File: config.mk
export PLATFORM = sky130hd
export DESIGN_NAME = fuzzy_priority_two_plant_scheduler_unit
export DESIGN_NICKNAME = d
export VERILOG_FILES = /design/src/rtl/core/fpts_pkg.sv /design/src/rtl/core/fpts_front.sv /design/src/rtl/core/fpts_div.sv /design/src/rtl/core/fpts_back.sv /design/src/rtl/core/fuzzy_priority_two_plant_scheduler_unit.sv
export SDC_FILE = /design/constraint.sdc
export NUM_CORES = 2
export LEC_CHECK = 0
export ABC_AREA = 1
export BUFFER_PORTS_ARGS = -buffer_cell sky130_fd_sc_hd__buf_2
export CORE_ASPECT_RATIO = 0.7
export CORE_MARGIN = 2
export CORE_UTILIZATION = 39
export DETAILED_ROUTE_END_ITERATION = 6
export HOLD_SLACK_MARGIN = 0.12
export PLACE_DENSITY = 0.62
export SKIP_CTS_REPAIR_TIMING = 1
export SLEW_MARGIN = 5
export SYNTH_ARGS = -nofsm -noshare
export SYNTH_HDL_FRONTEND = slang
export SYNTH_SLANG_ARGS = --single-unit
File: constraint.sdc
create_clock -name clk -period 21.2 [get_ports clk]
set_input_delay 4.24 -clock clk [delete_from_list [all_inputs] [get_ports clk]]
set_output_delay 4.24 -clock clk [all_outputs]
set_load 0.005 [all_outputs]
File: src/rtl/core/fpts_pkg.sv
// Shared types, constants and tables for the two-plant fuzzy priority scheduler.
package fpts_pkg;

    localparam int FRAC_BITS = 8;
    localparam int SUM_WIDTH = 32;
    localparam int Q_ONE     = 1 << FRAC_BITS;
    localparam int W_W       = FRAC_BITS + 1;
    localparam int NUM_W     = W_W + 5;
    localparam int QUO_W     = NUM_W + FRAC_BITS;
    localparam int DIV_STEPS = QUO_W;
    localparam int CNT_W     = $clog2(DIV_STEPS + 1);
    localparam int SCALE_W   = 20;
    localparam int FQ_DEPTH  = 2;

    localparam logic [1:0] OP_ONE    = 2'd0;
    localparam logic [1:0] OP_TWO    = 2'd1;
    localparam logic [1:0] OP_SCAN   = 2'd2;
    localparam logic [1:0] OP_UNUSED = 2'd3;

    localparam logic [2:0] CASE_BAL  = 3'd0;
    localparam logic [2:0] CASE_ONE  = 3'd1;
    localparam logic [2:0] CASE_OONE = 3'd2;
    localparam logic [2:0] CASE_OTWO = 3'd3;
    localparam logic [2:0] CASE_NONE = 3'd4;

    localparam logic [2:0] REG_SP1 = 3'd0;
    localparam logic [2:0] REG_SP2 = 3'd1;
    localparam logic [2:0] REG_G1  = 3'd2;
    localparam logic [2:0] REG_G2  = 3'd3;
    localparam logic [2:0] REG_B1  = 3'd4;

    typedef struct packed {
        logic [1:0] op;
        logic       negative;
        logic [7:0] magnitude;
    } item_t;

    typedef struct packed {
        logic        serve_plant;
        logic [2:0]  case_code;
        logic        record_valid;
        logic [15:0] error_one;
        logic [15:0] error_two;
        logic [15:0] speed_one;
        logic [15:0] speed_two;
        logic [10:0] priority_one;
        logic [10:0] priority_two;
        logic [31:0] abs_error_sum_one;
        logic [31:0] abs_error_sum_two;
    } result_t;

    function automatic logic [2:0] rule(input logic [2:0] c, input logic [2:0] e);
        logic [2:0] r;
        r = 3'd5;
        case ({c, e})
            {3'd0, 3'd2}: r = 3'd4;
            {3'd0, 3'd3}: r = 3'd1;
            {3'd1, 3'd1}: r = 3'd4;
            {3'd1, 3'd2}: r = 3'd3;
            {3'd1, 3'd3}: r = 3'd2;
            {3'd2, 3'd1}: r = 3'd3;
            {3'd2, 3'd2}: r = 3'd1;
            {3'd2, 3'd3}: r = 3'd3;
            {3'd3, 3'd1}: r = 3'd2;
            {3'd3, 3'd2}: r = 3'd3;
            {3'd3, 3'd3}: r = 3'd4;
            {3'd4, 3'd1}: r = 3'd1;
            {3'd4, 3'd2}: r = 3'd4;
            {3'd4, 3'd3}: r = 3'd5;
            default: r = 3'd5;
        endcase
        return r;
    endfunction

endpackage

File: src/rtl/core/fpts_front.sv
// Front end: input queue that holds accepted items for the back end.
module fpts_front
    import fpts_pkg::*;
(
    input  logic  clk,
    input  logic  rst_n,
    input  logic  push,
    output logic  full,
    input  item_t in_item,
    output logic  q_valid,
    output item_t q_item,
    input  logic  q_take
);
    item_t           mem_reg [FQ_DEPTH];
    logic            wr_reg, rd_reg;
    logic [1:0]      cnt_reg;
    logic            do_push, do_pop;

    assign full    = (cnt_reg == 2'(FQ_DEPTH));
    assign q_valid = (cnt_reg != 2'd0);
    assign q_item  = mem_reg[rd_reg];
    assign do_push = push && !full;
    assign do_pop  = q_take && q_valid;

    always_ff @(posedge clk)
    begin
        if (do_push)
        begin
            mem_reg[wr_reg] <= in_item;
        end
    end

    always_ff @(posedge clk or negedge rst_n)
    begin
        if (!rst_n)
        begin
            wr_reg  <= 1'b0;
            rd_reg  <= 1'b0;
            cnt_reg <= 2'd0;
        end
        else
        begin
            if (do_push) wr_reg <= ~wr_reg;
            if (do_pop)  rd_reg <= ~rd_reg;
            cnt_reg <= cnt_reg + 2'(do_push) - 2'(do_pop);
        end
    end
endmodule

File: src/rtl/core/fpts_div.sv
// Restoring serial divider for the weighted average, one quotient bit per cycle.
module fpts_div
    import fpts_pkg::*;
(
    input  logic             clk,
    input  logic             rst_n,
    input  logic             start,
    input  logic [QUO_W-1:0] dividend,
    input  logic [W_W+1:0]   divisor,
    output logic             done,
    output logic [QUO_W-1:0] quotient
);
    logic [QUO_W-1:0] q_reg, q_next;
    logic [W_W+2:0]   r_reg, r_next;
    logic [CNT_W-1:0] cnt_reg, cnt_next;
    logic             busy_reg, busy_next;
    logic             done_reg;
    logic [W_W+2:0]   trial;

    assign quotient = q_reg;
    assign done     = done_reg;
    assign trial    = {r_reg[W_W+1:0], q_reg[QUO_W-1]};

    always_comb
    begin
        q_next    = q_reg;
        r_next    = r_reg;
        cnt_next  = cnt_reg;
        busy_next = busy_reg;
        if (start)
        begin
            q_next    = dividend;
            r_next    = '0;
            cnt_next  = CNT_W'(DIV_STEPS);
            busy_next = 1'b1;
        end
        else if (busy_reg)
        begin
            if (trial >= {1'b0, divisor})
            begin
                r_next = trial - {1'b0, divisor};
                q_next = {q_reg[QUO_W-2:0], 1'b1};
            end
            else
            begin
                r_next = trial;
                q_next = {q_reg[QUO_W-2:0], 1'b0};
            end
            cnt_next = cnt_reg - CNT_W'(1);
            if (cnt_reg == CNT_W'(1)) busy_next = 1'b0;
        end
    end

    always_ff @(posedge clk or negedge rst_n)
    begin
        if (!rst_n)
        begin
            busy_reg <= 1'b0;
            cnt_reg  <= '0;
            done_reg <= 1'b0;
        end
        else
        begin
            busy_reg <= busy_next;
            cnt_reg  <= cnt_next;
            done_reg <= busy_reg && (cnt_reg == CNT_W'(1));
        end
    end

    always_ff @(posedge clk)
    begin
        q_reg <= q_next;
        r_reg <= r_next;
    end
endmodule

File: src/rtl/core/fpts_back.sv
// Back end: sample scaling, fuzzy inference, plant state and scan results.
module fpts_back
    import fpts_pkg::*;
(
    input  logic         clk,
    input  logic         rst_n,
    input  logic         q_valid,
    input  item_t        q_item,
    output logic         q_take,
    input  logic [15:0]  setpoint_one,
    input  logic [15:0]  setpoint_two,
    input  logic [15:0]  speed_gain_one,
    input  logic [15:0]  speed_gain_two,
    input  logic [7:0]   priority_bias_one,
    output logic         res_valid,
    output result_t      res,
    input  logic         res_take
);
    typedef enum logic [6:0] {
        ST_IDLE  = 7'b0000001,
        ST_MUL   = 7'b0000010,
        ST_ERR   = 7'b0000100,
        ST_MEM   = 7'b0001000,
        ST_NUM   = 7'b0010000,
        ST_GO    = 7'b0100000,
        ST_DIV   = 7'b1000000
    } state_t;

    state_t state_reg, state_next;

    logic signed [15:0] lerr1_reg, lerr2_reg, spd1_reg, spd2_reg;
    logic [10:0]        pri1_reg, pri2_reg;
    logic               pend1_reg, pend2_reg;
    logic [SUM_WIDTH-1:0] sum1_reg, sum2_reg;
    logic               res_valid_reg;
    result_t            res_reg;

    logic               plant_reg;
    logic               neg_reg;
    logic [23:0]        prod_reg;
    logic signed [15:0] spd_reg, err_reg;
    logic signed [16:0] chg_reg;
    logic [W_W-1:0]     e0_reg, c0_reg;
    logic [1:0]         ei_reg, ci_reg;
    logic [NUM_W-1:0]   num_reg;
    logic [W_W+1:0]     den_reg;

    logic [7:0]  mag;
    logic [15:0] gain;
    logic [24:0] rnd;
    logic [16:0] m;
    logic signed [17:0] spd_w, err_w;
    logic signed [15:0] spd_s, err_s;
    logic signed [15:0] setp, lerr;

    function automatic logic signed [15:0] sat16(input logic signed [17:0] v);
        if (v > 18'sd32767) return 16'sh7FFF;
        if (v < -18'sd32768) return 16'sh8000;
        return v[15:0];
    endfunction

    function automatic logic signed [SCALE_W-1:0] clampq(input logic signed [SCALE_W-1:0] v);
        logic signed [SCALE_W-1:0] lim;
        lim = SCALE_W'(8 * Q_ONE);
        if (v > lim) return lim;
        if (v < -lim) return -lim;
        return v;
    endfunction

    function automatic logic [W_W+1:0] member(input logic signed [SCALE_W-1:0] x,
                                              output logic [1:0] reg_o);
        logic signed [SCALE_W-1:0] two, four, t;
        two  = SCALE_W'(2 * Q_ONE);
        four = SCALE_W'(4 * Q_ONE);
        if (x < -two)
        begin
            t = (x < -four) ? -four : x;
            reg_o = 2'd0;
            t = -t - two;
        end
        else if (x < 0)
        begin
            reg_o = 2'd1;
            t = -x;
        end
        else if (x < two)
        begin
            reg_o = 2'd2;
            t = two - x;
        end
        else
        begin
            t = (x > four) ? four : x;
            reg_o = 2'd3;
            t = four - t;
        end
        return (W_W+2)'(t >>> 1);
    endfunction

    logic signed [SCALE_W-1:0] es, cs;
    logic [1:0]     ei_w, ci_w;
    logic [W_W+1:0] e0_w, c0_w;
    logic [W_W-1:0] e1, c1, w0, w1, w2, w3;
    logic [NUM_W-1:0] num_w;
    logic [W_W+1:0] den_w;

    logic           div_start, div_done;
    logic [QUO_W-1:0] div_q;
    logic [QUO_W-1:0] dividend;
    logic [QUO_W:0] pri_w;
    logic [10:0]    pri_sat;
    logic [15:0]    abs_err;
    logic [SUM_WIDTH:0] sum_add;
    logic [SUM_WIDTH-1:0] sum_cur, sum_new;

    logic           scan_go;
    result_t        scan_res;

    assign mag   = q_item.magnitude;
    assign gain  = q_item.op[0] ? speed_gain_two : speed_gain_one;
    assign setp  = plant_reg ? setpoint_two : setpoint_one;
    assign lerr  = plant_reg ? lerr2_reg : lerr1_reg;
    assign rnd   = {1'b0, prod_reg} + 25'(1 << (15 - FRAC_BITS));
    assign m     = 17'(rnd >> (16 - FRAC_BITS));
    assign spd_w = neg_reg ? -$signed({1'b0, m}) : $signed({1'b0, m});
    assign spd_s = sat16(spd_w);
    assign err_w = 18'(spd_reg) - 18'(setp);
    assign err_s = sat16(err_w);

    assign es   = clampq(SCALE_W'(err_reg) <<< 3);
    assign cs   = clampq(SCALE_W'(chg_reg) <<< 2);

    always_comb
    begin
        e0_w = member(es, ei_w);
        c0_w = member(cs, ci_w);
    end

    assign e1 = W_W'(Q_ONE) - e0_reg;
    assign c1 = W_W'(Q_ONE) - c0_reg;
    assign w0 = (e0_reg < c0_reg) ? e0_reg : c0_reg;
    assign w1 = (e0_reg < c1) ? e0_reg : c1;
    assign w2 = (e1 < c0_reg) ? e1 : c0_reg;
    assign w3 = (e1 < c1) ? e1 : c1;
    assign num_w = NUM_W'(rule({1'b0, ci_reg}, {1'b0, ei_reg})) * NUM_W'(w0)
                 + NUM_W'(rule({1'b0, ci_reg} + 3'd1, {1'b0, ei_reg})) * NUM_W'(w1)
                 + NUM_W'(rule({1'b0, ci_reg}, {1'b0, ei_reg} + 3'd1)) * NUM_W'(w2)
                 + NUM_W'(rule({1'b0, ci_reg} + 3'd1, {1'b0, ei_reg} + 3'd1)) * NUM_W'(w3);
    assign den_w = (W_W+2)'(w0) + (W_W+2)'(w1) + (W_W+2)'(w2) + (W_W+2)'(w3);

    assign dividend  = (QUO_W'(num_reg) << FRAC_BITS) + QUO_W'(den_reg >> 1);
    assign div_start = (state_reg == ST_GO) && (den_reg != '0);

    fpts_div u_div (
        .clk      (clk),
        .rst_n    (rst_n),
        .start    (div_start),
        .dividend (dividend),
        .divisor  (den_reg),
        .done     (div_done),
        .quotient (div_q)
    );

    assign pri_w   = {1'b0, ((den_reg == '0) ? QUO_W'(0) : div_q)}
                   + (plant_reg ? (QUO_W+1)'(0)
                                : (QUO_W+1)'((32'(priority_bias_one) * Q_ONE) >> 8));
    assign pri_sat = (pri_w > (QUO_W+1)'(2047)) ? 11'd2047 : 11'(pri_w);
    assign abs_err = err_reg[15] ? 16'(-err_reg) : 16'(err_reg);
    assign sum_cur = plant_reg ? sum2_reg : sum1_reg;
    assign sum_add = {1'b0, sum_cur} + (SUM_WIDTH+1)'(abs_err);
    assign sum_new = sum_add[SUM_WIDTH] ? '1 : sum_add[SUM_WIDTH-1:0];

    assign scan_go = (state_reg == ST_IDLE) && q_valid && (q_item.op == OP_SCAN)
                  && (!res_valid_reg || res_take);
    assign q_take  = (state_reg == ST_IDLE) && q_valid
                  && ((q_item.op != OP_SCAN) || scan_go);

    function automatic logic [31:0] sum32(input logic [SUM_WIDTH-1:0] s);
        logic [63:0] w;
        w = 64'(s);
        return (w > 64'hFFFF_FFFF) ? 32'hFFFF_FFFF : w[31:0];
    endfunction

    always_comb
    begin
        scan_res.serve_plant  = 1'b1;
        scan_res.case_code    = CASE_NONE;
        scan_res.record_valid = pend1_reg || pend2_reg;
        if (pend1_reg && pend2_reg)
        begin
            scan_res.serve_plant = (pri1_reg < pri2_reg);
            scan_res.case_code   = (pri1_reg < pri2_reg) ? CASE_BAL : CASE_ONE;
        end
        else if (pend1_reg)
        begin
            scan_res.serve_plant = 1'b0;
            scan_res.case_code   = CASE_OONE;
        end
        else if (pend2_reg)
        begin
            scan_res.case_code = CASE_OTWO;
        end
        scan_res.error_one         = lerr1_reg;
        scan_res.error_two         = lerr2_reg;
        scan_res.speed_one         = spd1_reg;
        scan_res.speed_two         = spd2_reg;
        scan_res.priority_one      = pri1_reg;
        scan_res.priority_two      = pri2_reg;
        scan_res.abs_error_sum_one = sum32(sum1_reg);
        scan_res.abs_error_sum_two = sum32(sum2_reg);
    end

    always_comb
    begin
        state_next = state_reg;
        case (state_reg)
            ST_IDLE: if (q_take && (q_item.op == OP_ONE || q_item.op == OP_TWO))
                         state_next = ST_MUL;
            ST_MUL:  state_next = ST_ERR;
            ST_ERR:  state_next = ST_MEM;
            ST_MEM:  state_next = ST_NUM;
            ST_NUM:  state_next = ST_GO;
            ST_GO:   state_next = (den_reg == '0) ? ST_IDLE : ST_DIV;
            ST_DIV:  if (div_done) state_next = ST_IDLE;
            default: state_next = ST_IDLE;
        endcase
    end

    logic finish;
    assign finish = ((state_reg == ST_GO) && (den_reg == '0))
                 || ((state_reg == ST_DIV) && div_done);

    always_ff @(posedge clk)
    begin
        case (state_reg)
            ST_IDLE:
            begin
                plant_reg <= q_item.op[0];
                neg_reg   <= q_item.negative;
                prod_reg  <= 24'(mag) * 24'(gain);
            end
            ST_MUL: spd_reg <= spd_s;
            ST_ERR:
            begin
                err_reg <= err_s;
                chg_reg <= 17'(err_s) - 17'(lerr);
            end
            ST_MEM:
            begin
                e0_reg <= W_W'(e0_w);
                c0_reg <= W_W'(c0_w);
                ei_reg <= ei_w;
                ci_reg <= ci_w;
            end
            ST_NUM:
            begin
                num_reg <= num_w;
                den_reg <= den_w;
            end
            default:
            begin
            end
        endcase
        if (scan_go) res_reg <= scan_res;
    end

    always_ff @(posedge clk or negedge rst_n)
    begin
        if (!rst_n)
        begin
            state_reg     <= ST_IDLE;
            lerr1_reg     <= '0;
            lerr2_reg     <= '0;
            spd1_reg      <= '0;
            spd2_reg      <= '0;
            pri1_reg      <= '0;
            pri2_reg      <= '0;
            pend1_reg     <= 1'b0;
            pend2_reg     <= 1'b0;
            sum1_reg      <= '0;
            sum2_reg      <= '0;
            res_valid_reg <= 1'b0;
        end
        else
        begin
            state_reg <= state_next;
            if (finish)
            begin
                if (plant_reg)
                begin
                    spd2_reg  <= spd_reg;
                    lerr2_reg <= err_reg;
                    pri2_reg  <= pri_sat;
                    sum2_reg  <= sum_new;
                    pend2_reg <= 1'b1;
                end
                else
                begin
                    spd1_reg  <= spd_reg;
                    lerr1_reg <= err_reg;
                    pri1_reg  <= pri_sat;
                    sum1_reg  <= sum_new;
                    pend1_reg <= 1'b1;
                end
            end
            if (scan_go)
            begin
                pend1_reg     <= 1'b0;
                pend2_reg     <= 1'b0;
                res_valid_reg <= 1'b1;
            end
            else if (res_take)
            begin
                res_valid_reg <= 1'b0;
            end
        end
    end

    assign res_valid = res_valid_reg;
    assign res       = res_reg;
endmodule

File: src/rtl/core/fuzzy_priority_two_plant_scheduler_unit.sv
// Top level of the two-plant fuzzy priority scheduler.
//  channel   dir   handshake       payload
//  input     in    push / full     op, negative, magnitude
//  result    out   empty / pop     serve_plant ... abs_error_sum_two
//  config    in    cfg_we          cfg_index, cfg_data
// A sample keeps the back end busy after its transfer: scaling, error, membership and
// rule sums, then the serial weighted-average divider unless the weights sum to zero.
// A scan tick is taken once the back end is idle and the result register is free.
// Reset is asynchronous and clears all plant state; no clearing pass.
// A held result stalls a queued scan and every item behind it in the queue.
module fuzzy_priority_two_plant_scheduler_unit
    import fpts_pkg::*;
(
    input  logic        clk,
    input  logic        rst_n,
    input  logic        push,
    output logic        full,
    input  logic [1:0]  op,
    input  logic        negative,
    input  logic [7:0]  magnitude,
    output logic        empty,
    input  logic        pop,
    output logic        serve_plant,
    output logic [2:0]  case_code,
    output logic        record_valid,
    output logic [15:0] error_one,
    output logic [15:0] error_two,
    output logic [15:0] speed_one,
    output logic [15:0] speed_two,
    output logic [10:0] priority_one,
    output logic [10:0] priority_two,
    output logic [31:0] abs_error_sum_one,
    output logic [31:0] abs_error_sum_two,
    input  logic        cfg_we,
    input  logic [2:0]  cfg_index,
    input  logic [15:0] cfg_data
);
    logic [15:0] sp1_reg, sp2_reg, g1_reg, g2_reg;
    logic [7:0]  b1_reg;
    item_t       in_item, q_item;
    logic        q_valid, q_take, res_valid;
    result_t     res;

    always_ff @(posedge clk or negedge rst_n)
    begin
        if (!rst_n)
        begin
            sp1_reg <= '0;
            sp2_reg <= '0;
            g1_reg  <= 16'd1736;
            g2_reg  <= 16'd868;
            b1_reg  <= 8'd26;
        end
        else if (cfg_we)
        begin
            case (cfg_index)
                REG_SP1: sp1_reg <= cfg_data;
                REG_SP2: sp2_reg <= cfg_data;
                REG_G1:  g1_reg  <= cfg_data;
                REG_G2:  g2_reg  <= cfg_data;
                REG_B1:  b1_reg  <= cfg_data[7:0];
                default: ;
            endcase
        end
    end

    assign in_item = '{op: op, negative: negative, magnitude: magnitude};

    fpts_front u_front (
        .clk     (clk),
        .rst_n   (rst_n),
        .push    (push),
        .full    (full),
        .in_item (in_item),
        .q_valid (q_valid),
        .q_item  (q_item),
        .q_take  (q_take)
    );

    fpts_back u_back (
        .clk               (clk),
        .rst_n             (rst_n),
        .q_valid           (q_valid),
        .q_item            (q_item),
        .q_take            (q_take),
        .setpoint_one      (sp1_reg),
        .setpoint_two      (sp2_reg),
        .speed_gain_one    (g1_reg),
        .speed_gain_two    (g2_reg),
        .priority_bias_one (b1_reg),
        .res_valid         (res_valid),
        .res               (res),
        .res_take          (pop)
    );

    assign empty             = !res_valid;
    assign serve_plant       = res.serve_plant;
    assign case_code         = res.case_code;
    assign record_valid      = res.record_valid;
    assign error_one         = res.error_one;
    assign error_two         = res.error_two;
    assign speed_one         = res.speed_one;
    assign speed_two         = res.speed_two;
    assign priority_one      = res.priority_one;
    assign priority_two      = res.priority_two;
    assign abs_error_sum_one = res.abs_error_sum_one;
    assign abs_error_sum_two = res.abs_error_sum_two;

    a_no_valid_none: assert property (@(posedge clk) disable iff (!rst_n)
        !empty && (case_code == CASE_NONE) |-> !record_valid)
        else $error("none case flagged valid");
    a_res_hold: assert property (@(posedge clk) disable iff (!rst_n)
        !empty && !pop |=> !empty && $stable(case_code))
        else $error("result changed while held");
    a_serve_case: assert property (@(posedge clk) disable iff (!rst_n)
        !empty && (case_code == CASE_OONE) |-> !serve_plant)
        else $error("plant one only case serves plant two");
endmodule

=== Word level (Yosys, flattened, before mapping) ===
Memory sizes are Yosys's and may differ from the RTL's.
Index checks and enable logic that the tools add are counted.

* Input port bits: 35
* Memories kept: 5
* Flip-flop bits (word level): 553
* Logic and storage cells: 263
* Bits in read-only memories: 576
* Output and inout bits: 157
* Bits in writable memories: 22

* Equal/unequal tests: 19
* Muxes and demuxes: 84
* Add/subtract/negate cells: 32
* Multiply operators: 5
* Reductions and logical operators: 40
* Magnitude comparators: 25
* Bitwise logic cells: 3

{| class="wikitable"
|+ Memory list
! name !! words !! width !! rd ports !! clocked after Yosys merged registers in !! write ports !! RTL line !! text
|-
| (no name shown) || 64 || 3 || 1 || 0 || 0 || fpts_pkg.sv:55 || <nowiki>case ({c, e})</nowiki>
|-
| (no name shown) || 64 || 3 || 1 || 0 || 0 || fpts_pkg.sv:55 ||
|-
| (no name shown) || 32 || 3 || 1 || 0 || 0 || fpts_pkg.sv:55 ||
|-
| (no name shown) || 32 || 3 || 1 || 0 || 0 || fpts_pkg.sv:55 ||
|-
| u_front.mem_reg || 2 || 11 || 1 || 0 || 1 || fpts_front.sv:14 || <nowiki>item_t mem_reg [FQ_DEPTH];</nowiki>
|}

{| class="wikitable"
|+ Operators by type and width
! kind !! count
|-
| $mux W16 || 12
|-
| $mux W20 || 8
|-
| $mux W10 || 10
|-
| $lt A20 B11 Y1 const B || 4
|-
| $mux W22 || 3
|-
| $mux W32 || 2
|-
| $pmux W7 S7 || 1
|-
| $mul A3 B9 Y12 || 4
|-
| $gt A20 B12 Y1 const B || 2
|-
| $lt A20 B1 Y1 const B || 2
|-
| $lt A20 B10 Y1 const B || 2
|-
| $neg A10 Y10 || 4
|-
| $gt A19 B13 Y1 const B || 2
|-
| $lt A19 B12 Y1 const B || 2
|-
| $gt A18 B16 Y1 const B || 2
|-
| $lt A18 B16 Y1 const B || 2
|-
| $lt A9 B9 Y1 || 4
|-
| $mux W9 || 4
|-
| $sub A16 B16 Y17 || 2
|-
| $add A32 B16 Y33 || 1
|-
| $mux W1 || 32
|-
| $add A14 B12 Y14 || 2
|-
| $add A24 B8 Y25 const B || 1
|-
| $mul A8 B16 Y24 || 1
|-
| other kinds (51) || 99
|}

=== Depth between registers and ports, before layout ===
* Word-level depth: 11
* Gate-level depth with buffers: 38
* Depth with buffers taken out: 38

=== Hierarchy ===
From an unflattened synthesis, not the netlist that was laid out.

* Cell total of the unflattened synthesis: 4322
* Area total of the unflattened synthesis: 37250.7 sq um

{| class="wikitable"
|+ Modules (own cells, without submodules)
! module !! cells each !! area each (sq um) !! seq. area each (sq um) !! instances
|-
| fpts_back || 3565 || 30753.2 || 11962.7 || 1
|-
| fuzzy_priority_two_plant_scheduler_unit || 322 || 2889.0 || 1818.0 || 1
|-
| fpts_div || 345 || 2575.0 || 1056.0 || 1
|-
| fpts_front || 90 || 1033.5 || 760.7 || 1
|}

=== Least setup slack after synthesis ===
Ideal clock, no wire load.

* Path type: input port to flip-flop
* From: in pop
* To: reg u_back.res_reg (netlist bit u_back.res[0]) (enable)
* Path buffers: 0
* Data required time: 20.691 ns
* Setup slack: 13.252 ns
* Arrival time: 7.439 ns
* Setup time: 0.509 ns
* Cell stages on the path: 4
* Path through: nor2_1 > inv_1 > nand2_1 > inv_1

* Word-level cells in the longest chain between the ends: 2

{| class="wikitable"
|+ RTL lines
! what !! RTL line !! text
|-
| start: declaration || fuzzy_priority_two_plant_scheduler_unit.sv:22 || <nowiki>input logic pop,</nowiki>
|-
| $logic_or A1 B1 Y1 || fpts_back.sv:174 || <nowiki>&& (!res_valid_reg || res_take);</nowiki>
|-
| $logic_and A1 B1 Y1 || fpts_back.sv:174 ||
|-
| named net u_back.scan_go || fpts_back.sv:116 || <nowiki>logic scan_go;</nowiki>
|-
| end signal: assignment || fpts_back.sv:264 || <nowiki>if (scan_go) res_reg <= scan_res;</nowiki>
|-
| end: declaration || fpts_back.sv:36 || <nowiki>result_t res_reg;</nowiki>
|}

The timed path passes the listed nets, and every way through them passes these cells.
A chain may end at the register's enable or synchronous reset.

=== Final worst setup path ===
* From: reg u_back.c0_reg[1]
* To: reg u_back.num_reg[12] (data pin)

* Word-level cells in the longest chain between the ends: 7

{| class="wikitable"
|+ RTL lines
! what !! RTL line !! text
|-
| start: declaration || fpts_back.sv:43 || <nowiki>logic [W_W-1:0] e0_reg, c0_reg;</nowiki>
|-
| start signal: assignment || fpts_back.sv:251 || <nowiki>c0_reg <= W_W'(c0_w);</nowiki>
|-
| $sub A9 B9 Y9 || fpts_back.sv:140 || <nowiki>assign c1 = W_W'(Q_ONE) - c0_reg;</nowiki>
|-
| $lt A9 B9 Y1 || fpts_back.sv:142 || <nowiki>assign w1 = (e0_reg < c1) ? e0_reg : c1;</nowiki>
|-
| $mux W9 || fpts_back.sv:142 ||
|-
| $mul A3 B9 Y12 || fpts_back.sv:146 || <nowiki>+ NUM_W'(rule({1'b0, ci_reg} + 3'd1, {1'b0, ei_reg})) * NUM_W'(w1)</nowiki>
|-
| $add A12 B12 Y13 || fpts_back.sv:146 ||
|-
| $add A14 B12 Y14 || fpts_back.sv:147 || <nowiki>+ NUM_W'(rule({1'b0, ci_reg}, {1'b0, ei_reg} + 3'd1)) * NUM_W'(w2)</nowiki>
|-
| $add A14 B12 Y14 (*) || fpts_back.sv:148 || <nowiki>+ NUM_W'(rule({1'b0, ci_reg} + 3'd1, {1'b0, ei_reg} + 3'd1)) * NUM_W'(w3);</nowiki>
|-
| named net u_back.num_w[12] || fpts_back.sv:104 || <nowiki>logic [NUM_W-1:0] num_w;</nowiki>
|-
| end signal: assignment || fpts_back.sv:257 || <nowiki>num_reg <= num_w;</nowiki>
|-
| end: declaration || fpts_back.sv:45 || <nowiki>logic [NUM_W-1:0] num_reg;</nowiki>
|}

Mark *: on every way through the listed nets, which the timed path passes. The rest lies on a longest branch.

==> flow_metrics.py <==
metrics = {
    "outcome": {
        "status": "finished, final reports clean",
    },
    "worst_setup_path": {
        "reg2reg_from": "u_back.c0_reg[1]",
        "slowest_stage": "fa_1",
        "r2r_end": "u_back.num_reg[12]",
        "cp.depth": 32,
        "crit_arrival_ns": 8.15,
        "slowest_delay_ns": 0.54,
        "crit_path_end": "u_back.num_reg[12]",
        "end_kind": "register",
        "r2r_cells": 32,
        "rrSetupSlack_ns": 13.41,
        "crit_type": "register to register",
        "cp-start-kind": "register",
        "startpoint": "u_back.c0_reg[1]",
        "worstPathRequired_ns": 21.56,
        "crit_family": "adder cells",
        "crit_buf_inv": 5,
        "crit_path_max_fanout": 15,
    },
    "sta": {
        "hold_violations": 0,
        "final.period_utilization_pct": 36.8,
        "slew_viol_final": 0,
        "fmaxAchievable_mhz": 128,
        "worst_pin_slew_ns": 1.19,
        "period_needed_ns": 7.79,
        "holdWs_ns": 0.448,
        "slew_headroom_pct": 20.9,
        "finClkSkew_ns": 0.0464,
        "rsz0062_at_grt": "false",
        "setup_viol": 0,
        "setup_ws_ns": 13.41,
        "fin_setup_tns_ns": 0,
    },
    "cells_and_area": {
        "largest_register_ffs": 155,
        "stdcell_area_um2": 41300,
        "post-route-util_pct": 43.9,
        "syn2layout_area_growth_pct": 11.4,
        "n_antenna_cell": 0,
        "drive_gt1_share_pct": 10.1,
        "nets": 4836,
    },
    "floorplanning": {
        "ios": 192,
        "die_h_um": 262,
        "die_w_um": 372,
        "start_util_pct": 39.4,
        "die_area_um2": 97500,
        "row_count": 94,
        "coreArea_um2": 94100,
    },
    "logic_synthesis": {
        "async_flop_share_pct": 43.2,
        "syn-cell-area_um2": 37100,
        "synth_top_flop_cell": "edfxtp_1",
        "yosysSeqAreaShare_pct": 42.1,
        "syn-num-nets": 4661,
        "synth_area_per_cell_um2": 8.74,
        "ys_ff_latch": 563,
        "synth_cell_type_count": 67,
        "yosysWarnings": 0,
        "synth_cells": 4240,
        "synth_edf_count": 309,
    },
    "routing": {
        "avgViaCountPerCell": 5.03,
        "drt-pass1-iter-count": 6,
        "drtIter0Drc": 2521,
        "vias": 28700,
        "drc_errors": 0,
        "postRouteAntennaNets": 0,
        "wl_per_cell_um": 17.2,
        "totalWireLength_um": 98300,
    },
    "global_route": {
        "grt_overflow": 0,
        "grt_pass1_vias": 26700,
        "grt_max_degree": 111,
        "antenna_found_initial": 1,
        "grt_usage_pct": 20.0,
        "grt_pass1_wl_um": 154000,
    },
    "power": {
        "switching_share_pct": 46.5,
        "sequentialPowerShare_pct": 24.0,
        "p_clk_share_pct": 15.2,
        "p_sw_mw": 3.24,
        "internal_power_mw": 3.72,
        "powerDensity_nw_per_um2": 168,
        "p_leak_nw": 19.7,
        "p_comb_share_pct": 60.7,
        "peakVddDrop_mv": 0.264,
    },
    "clock_network": {
        "htreeDepth": 2,
        "cts-root-buf": "clkbuf_16",
        "clkSinkCount": 563,
        "tritoncts": "built",
        "cts.path.max_buffers": 3,
        "cts_buffers": 57,
        "clock_latency_ns": 0.65,
        "cts.clk_slew.worst_paths_ns": 0.08,
    },
    "flow_run": {
        "drv_cap": 0,
    },
    "placement": {
        "placed_area_um2": 39300,
        "gp_congestion": 0.939,
        "dpl_worst_slack_ns": 13.46,
        "io_buffers": 191,
        "hpwlAfterDp_um": 75400,
    },
    "min_path": {
        "hold_class": "register to register",
    },
}
## placed cells by master (no fill, tap or decap), drive strengths merged, types with 118 or more instances in the layout
master,count
nor2,400
xor2,118
a21oi,158
fa,164
edfxtp,309
ha,222
nand3,157
inv,655
nand2,1017
dfrtp,229
buf,213
o21ai,371
## power by group through the flow
stage | Clock (mW) | Sequential (mW) | Combinational [mW]
2_1_floorplan | 0 | 1.67 | 3.18
3_3_place_gp | 0 | 1.69 | 4.17
3_5_place_dp | 0 | 1.69 | 4.20
4_1_cts | 1.08 | 1.67 | 4.23
5_1_grt | 1.13 | 1.69 | 4.84
6_report | 1.06 | 1.67 | 4.23
## cells in the mapped netlist (all sizes together) (48+ instances only)
master  number  share of area (%)
a21oi      158                2.2
clkbuf      56               0.57
dfrtp      229                 15
edfxtp     309                 25
fa         164                8.9
ha         222                7.5
inv        652                6.6
nand2     1017                 11
nand3      157                2.3
nor2       400                4.3
o21ai      371                5.1
xnor2       48                1.1
xor2       118                2.8
## through the flow
stage               total power, mW  instances
floorplan                      4.85       4240
global placement               5.86       5604
detailed placement             5.89       5604
CTS                            6.99       5712
global route                   7.66       5712
finish                         6.96       5712
## area by class of cell
| cell class | count | area [µm²] |
|---|---|---|
| inverter | 653 | 2460 |
| tap | 1248 | 1560 |
| fill | 9209 | 52800 |
| multi-input combinational | 2927 | 18600 |
| timing repair buffer | 213 | 1140 |
| clock buffer | 83 | 1680 |
| clock inverter | 25 | 292 |
| sequential | 563 | 15600 |
## worst min-delay path by stage
| stage | start | end | slack (ns) | cells after the start |
|---|---|---|---|---|
| floorplan | u_back.sum2_reg[16] | u_back.res[16] | 0.42 | 0 |
| global placement | u_back.spd1_reg[8] | u_back.res[110] | 0.43 | 0 |
| detailed placement | u_back.spd1_reg[1] | u_back.res[103] | 0.43 | 0 |
| CTS | u_back.spd1_reg[1] | u_back.res[103] | 0.44 | 0 |
| global route | u_back.spd1_reg[15] | u_back.res[117] | 0.46 | 0 |
| finish | u_back.spd1_reg[1] | u_back.res[103] | 0.45 | 0 |
## layer usage
layer | vias to the layer above | global-route usage (%) | wire, µm
li1 | 14100 | - | -
met1 | 13700 | 31.9 | 50000
met2 | 840 | 27.4 | 39100
met3 | 117 | 4.40 | 7310
met4 | 0 | 4.11 | 1930
met5 | - | 0 | 0
## cells by family (layout without fill, tap and decap cells)
group / Yosys count / after routing / synth area share, %
xor gates and xnor gates: 166 / 166 / 3.92
buffers and inverters: 750 / 974 / 7.84
muxes: 38 / 38 / 1.03
DFF: 563 / 563 / 42.1
adders and majority gates: 386 / 386 / 16.4
AOI/OAI and AO/OA: 628 / 628 / 9.23
and+or+nand+nor: 1709 / 1709 / 19.5
Power figures use the tool's default switching activity.
